`config.mk`:
```
export PLATFORM = sky130hd
export DESIGN_NAME = icc_cell
export DESIGN_NICKNAME = d
export VERILOG_FILES = /design/src/rtl/core/image_convolution_clamp_top_defines.svh /design/src/rtl/core/icc_pkg.sv /design/src/rtl/core/icc_cell.sv
export SDC_FILE = /design/constraint.sdc
export NUM_CORES = 1
export LEC_CHECK = 0
export ABC_AREA = 0
export BUFFER_PORTS_ARGS = -buffer_cell sky130_fd_sc_hd__buf_2
export CELL_PAD_IN_SITES_DETAIL_PLACEMENT = 1
export CELL_PAD_IN_SITES_GLOBAL_PLACEMENT = 2
export CORE_MARGIN = 2
export CORE_UTILIZATION = 38
export CTS_CLUSTER_DIAMETER = 30
export CTS_CLUSTER_SIZE = 12
export DETAILED_ROUTE_END_ITERATION = 12
export GPL_ROUTABILITY_DRIVEN = 0
export GPL_TIMING_DRIVEN = 1
export PLACE_DENSITY = 0.91
export SLEW_MARGIN = 20
export SYNTH_ARGS = -nofsm -noshare
export SYNTH_HDL_FRONTEND = slang
export SYNTH_SLANG_ARGS = --single-unit
export TNS_END_PERCENT = 5
```
`constraint.sdc`:
```
create_clock -name clk -period 12.1 [get_ports clk]
set_input_delay 0 -clock clk [delete_from_list [all_inputs] [get_ports clk]]
set_output_delay 0 -clock clk [all_outputs]
set_load 0.005 [all_outputs]
```
`src/rtl/core/image_convolution_clamp_top_defines.svh`:
```
// Assertion macros for the convolution block
`ifndef IMAGE_CONVOLUTION_CLAMP_TOP_DEFINES_SVH
`define IMAGE_CONVOLUTION_CLAMP_TOP_DEFINES_SVH
`ifndef SYNTHESIS
`define ICC_ASSERT_IMPL(label, clk, rst_n, ante, cons) \
  label: assert property (@(posedge clk) disable iff (!rst_n) (ante) |-> (cons)) \
    else $error("assertion failed");
`define ICC_ASSERT_NEXT(label, clk, rst_n, ante, cons) \
  label: assert property (@(posedge clk) disable iff (!rst_n) (ante) |=> (cons)) \
    else $error("assertion failed");
`else
`define ICC_ASSERT_IMPL(label, clk, rst_n, ante, cons)
`define ICC_ASSERT_NEXT(label, clk, rst_n, ante, cons)
`endif
`endif

```
`src/rtl/core/icc_pkg.sv`:
```
package icc_pkg;
  localparam int KernelDim = 3;
  localparam int MaxWidth  = 2048;
  localparam int Kc        = KernelDim / 2;
  localparam int LineSlots = KernelDim - 1;
  localparam int ColW      = $clog2(MaxWidth);
  localparam int SumW      = 24;

  typedef enum logic [2:0] {
    REG_WIDTH  = 3'd0,
    REG_HEIGHT = 3'd1,
    REG_SCALE  = 3'd2,
    REG_KROW0  = 3'd3,
    REG_KROW1  = 3'd4,
    REG_KROW2  = 3'd5,
    REG_KROW3  = 3'd6,
    REG_KROW4  = 3'd7
  } reg_idx_t;

  // one column of the window, top row first
  typedef logic [KernelDim-1:0][7:0] column_t;
  // per-cell controls
  typedef struct packed {
    logic             shift;
    logic [KernelDim-1:0] row_ok;
  } cell_ctrl_t;
endpackage

```
`src/rtl/core/icc_cell.sv`:
```
// One window column: takes the column from its right neighbor on shift and
// forms its masked tap products against its own coefficient column.
module icc_cell (
  input  logic                                   clk,
  input  logic                                   rst_n,
  input  icc_pkg::cell_ctrl_t                    ctrl,
  input  logic                                   col_ok,
  input  icc_pkg::column_t                       col_in,
  input  logic [icc_pkg::KernelDim-1:0][7:0]     coefs,
  output icc_pkg::column_t                       col_r,
  output logic signed [icc_pkg::SumW-1:0]        part
);
  icc_pkg::column_t col_nxt;

  // advance column on shift
  always_comb col_nxt = ctrl.shift ? col_in : col_r;

  always_ff @(posedge clk) begin
    if (!rst_n) col_r <= '0;
    else col_r <= col_nxt;
  end

  // sum the column taps that lie inside the image
  always_comb begin
    logic signed [icc_pkg::SumW-1:0] acc;
    acc = '0;
    for (int i = 0; i < icc_pkg::KernelDim; i++) begin
      if (col_ok && ctrl.row_ok[i])
        acc = acc + icc_pkg::SumW'($signed({1'b0, col_r[i]}) * $signed(coefs[i]));
    end
    part = acc;
  end
endmodule

```
==> out/qor.txt <==
# diodes - 0
Num ports - 103
Global Route met1 Usage - 25.4%
Most common cell after layout, fill and taps aside - inv_1
FF+latch count, synth - 24
Share of post-route cells with drive strength above 1 - 11.0%
Clk_lat worst skew - 0.27 ns
Final non-filler cell total - 1596
Layout area overhead - 10.9%
WP buf/inv - 6
Final hold vios - 1
Crit. End Element - primary output
Initial core utilization - 38.5%
WL final - 25900 um
Top FF cell, synth - dfxtp_1
Register-to-Register Path Depth - 2
Total power per unit cell area - 106 nW/um^2
Area of the mapped netlist - 9980 sq um
Most used routing layer - met2
Mapped Cells - 1169
Design Area, Final - 11100 sq um
Antenna violations before repair - 0
Max_cap viols - 0
TritonCTS Sinks - 24
Hold path depth - 3
Drc violations - 0
GRT Total Usage - 19.3%
Avg WL per Cell - 16.2 um
First-pass GRT wire length - 44500 um
Area of the multi-input gates - 8580 sq um
Fin. max-slew vios - 0
CTS tree - yes
Critical path's top delay family - adder cells
Pin count of the biggest net entering global routing - 26
Core Box Area - 25900 sq um
# H-tree levels - 1
Slowest-stage cell, CP - fa_1
GRT Residual Overflow - 0
Layout fillers - 3174
Maximum vdd ir drop - 0.0673 mV
IO buf count - 102
Highest clock rate - 86.4 MHz
Max FO, Critical Path - 10
Worst hold slack - -0.00568 ns
Fraction of registers with async set/reset - 0%
Die Height - 166 um
Reg area - 487 sq um
Vias in the first global route - 8941
Worst hold-check path type - input port to register
Worst slew pin tran - 0.972 ns
Dpl cells - 1579
Static Leak - 0.00582 uW
Slew Limit Headroom - 35.1%
Syn_nets - 1542
Mean Syn Cell Area - 8.53 sq um
Number of CTS-inserted buffers - 3
Post-synth EDFFs - 0
Minimum clock period - 11.58 ns
Via count - 8224
Detailed Routing Iterations Pass 1 - 5
Synth cell types - 59
Post-route ant nets - 0
Crit Path Class - register to primary output
Commonest cells after routing, fill and taps aside - inv_1, ha_1, fa_1, nand2_1, buf_2
Clock Tree Buf Depth - 2
Row count - 59
Biggest regs - col_r x24
Reg clk slew, reported paths - 0.07 ns
Skew final - 0 ns
Cell depth of the worst setup path - 38
Startpoint class of the critical path - register
Largest stage delay, worst path - 0.55 ns
Setup Buffers After CTS - 0
Sequential share of the synthesized area - 4.82%
Fin crit share - 95.7%
GR Util met3 - 0.691%
Worst path most repeated cell - fa_1
Starting DRT DRC Count - 301
Die width - 166 um
Setup violators final - 0
Root Buffer - clkbuf_16
Die area - 27600 sq um
Placed cell areas - 10800 sq um
Fin Setup TNS - 0 ns
Warnings, synthesis - 0
Outcome - finished, violations left
Top reg by flops - col_r
Req. time, crit path - 12.10 ns
Vias per cell - 5.15
Final nets - 1635
HPWL Detailed - 22500 um
Failing checks - negative hold slack
Routing usage on met2 - 35.4%
Critical Path AT - 11.58 ns
Max reg flops - 24
-- worst min-delay path: cells and delay by family --
kind / cells / cell delay, ns
buffers and inverters: 1 / 0.07
and+or+nand+nor: 1 / 0.10
muxes: 1 / 0.06
-- final cells by class --
| class | count | area share, % |
|---|---|---|
| inverters | 223 | 7.57 |
| well taps | 335 | 3.79 |
| repair buffers | 115 | 5.79 |
| clock buffers | 3 | 0.679 |
| clock inverters | 1 | 0.271 |
| flip-flops and latches | 24 | 4.40 |
| multi-input cells | 895 | 77.5 |
-- cell families after synthesis --
| kind of cell | count (synthesis) | share of synthesized area (%) |
|---|---|---|
| and+or+nand+nor | 374 | 19.4 |
| adders and majority gates | 318 | 50.6 |
| buffers and inverters | 250 | 9.48 |
| AOI/OAI and AO/OA | 140 | 9.73 |
| muxes | 33 | 3.41 |
| xor gates and xnor gates | 30 | 2.63 |
| DFF | 24 | 4.82 |
-- cells in the mapped netlist (2+ instances only) --
library cell / instances / area, sq um
or3_1: 8 / 50.1
nor2b_1: 30 / 188
and3_1: 8 / 50.1
mux2i_1: 25 / 250
a31oi_1: 7 / 43.8
a311oi_1: 2 / 17.5
o31ai_1: 6 / 45.0
ha_1: 176 / 2200
nor2_1: 51 / 191
mux2_2: 8 / 90.1
and2_1: 100 / 626
or4_1: 2 / 15.0
o21ai_0: 26 / 130
o211ai_1: 7 / 52.6
a21o_1: 7 / 52.6
a21oi_1: 37 / 185
xnor2_1: 21 / 184
inv_1: 223 / 837
nand2_1: 105 / 394
o21ai_1: 3 / 15.0
fa_1: 142 / 2840
nand2b_1: 26 / 163
a41oi_1: 3 / 26.3
o21bai_1: 4 / 30.0
a21oi_2: 2 / 17.5
nor4_1: 4 / 25.0
clkbuf_1: 25 / 93.8
dfxtp_1: 24 / 480
xor2_1: 9 / 78.8
nand3_1: 13 / 65.1
nor3_1: 19 / 95.1
o31a_1: 5 / 43.8
a211oi_1: 8 / 60.1
o21a_1: 8 / 60.1
-- worst paths after layout --
path / end / startpoint / slack [ns]
worst max-delay path: part[19] / col_r[4]$_SDFFE_PN0P_ / 0.52
worst min-delay path: col_r[2]$_SDFFE_PN0P_ / col_in[2] / -0.006
worst max register to register: col_r[21]$_SDFFE_PN0P_ / col_r[21]$_SDFFE_PN0P_ / 11.14
worst min register to register: col_r[6]$_SDFFE_PN0P_ / col_r[6]$_SDFFE_PN0P_ / 0.60
-- metal layers --
layer	vias up	part of all wire [%]
li1	3938	-
met1	4140	45
met2	121	51
met3	25	2.2
met4	0	1.7
met5	-	0
-- repair_timing --
action / CTS / global route
hold endpoints to repair: 13 / 0
setup endpoints to repair: 0 / 7
resized for setup: 0 / 11
hold buffers: 13 / 0
-- power by group --
| part | switching [uW] | total (uW) | internal [uW] |
|---|---|---|---|
| sequential | 14.4 | 98.3 | 83.9 |
| clock | 37.7 | 104 | 66.1 |
| combinational | 545 | 966 | 421 |
-- stage by stage --
step | setup WS (ns) | total power (uW) | utilization (%)
2_1_floorplan | 1.95 | 812 | -
3_3_place_gp | 0.952 | 1030 | 41.7
3_5_place_dp | 0.642 | 1070 | 41.7
4_1_cts | 0.258 | 1180 | 42.6
5_1_grt | -0.0322 | 1320 | 42.7
6_report | 0.524 | 1170 | 42.7
Note: power is estimated with default switching activity, not from simulation.
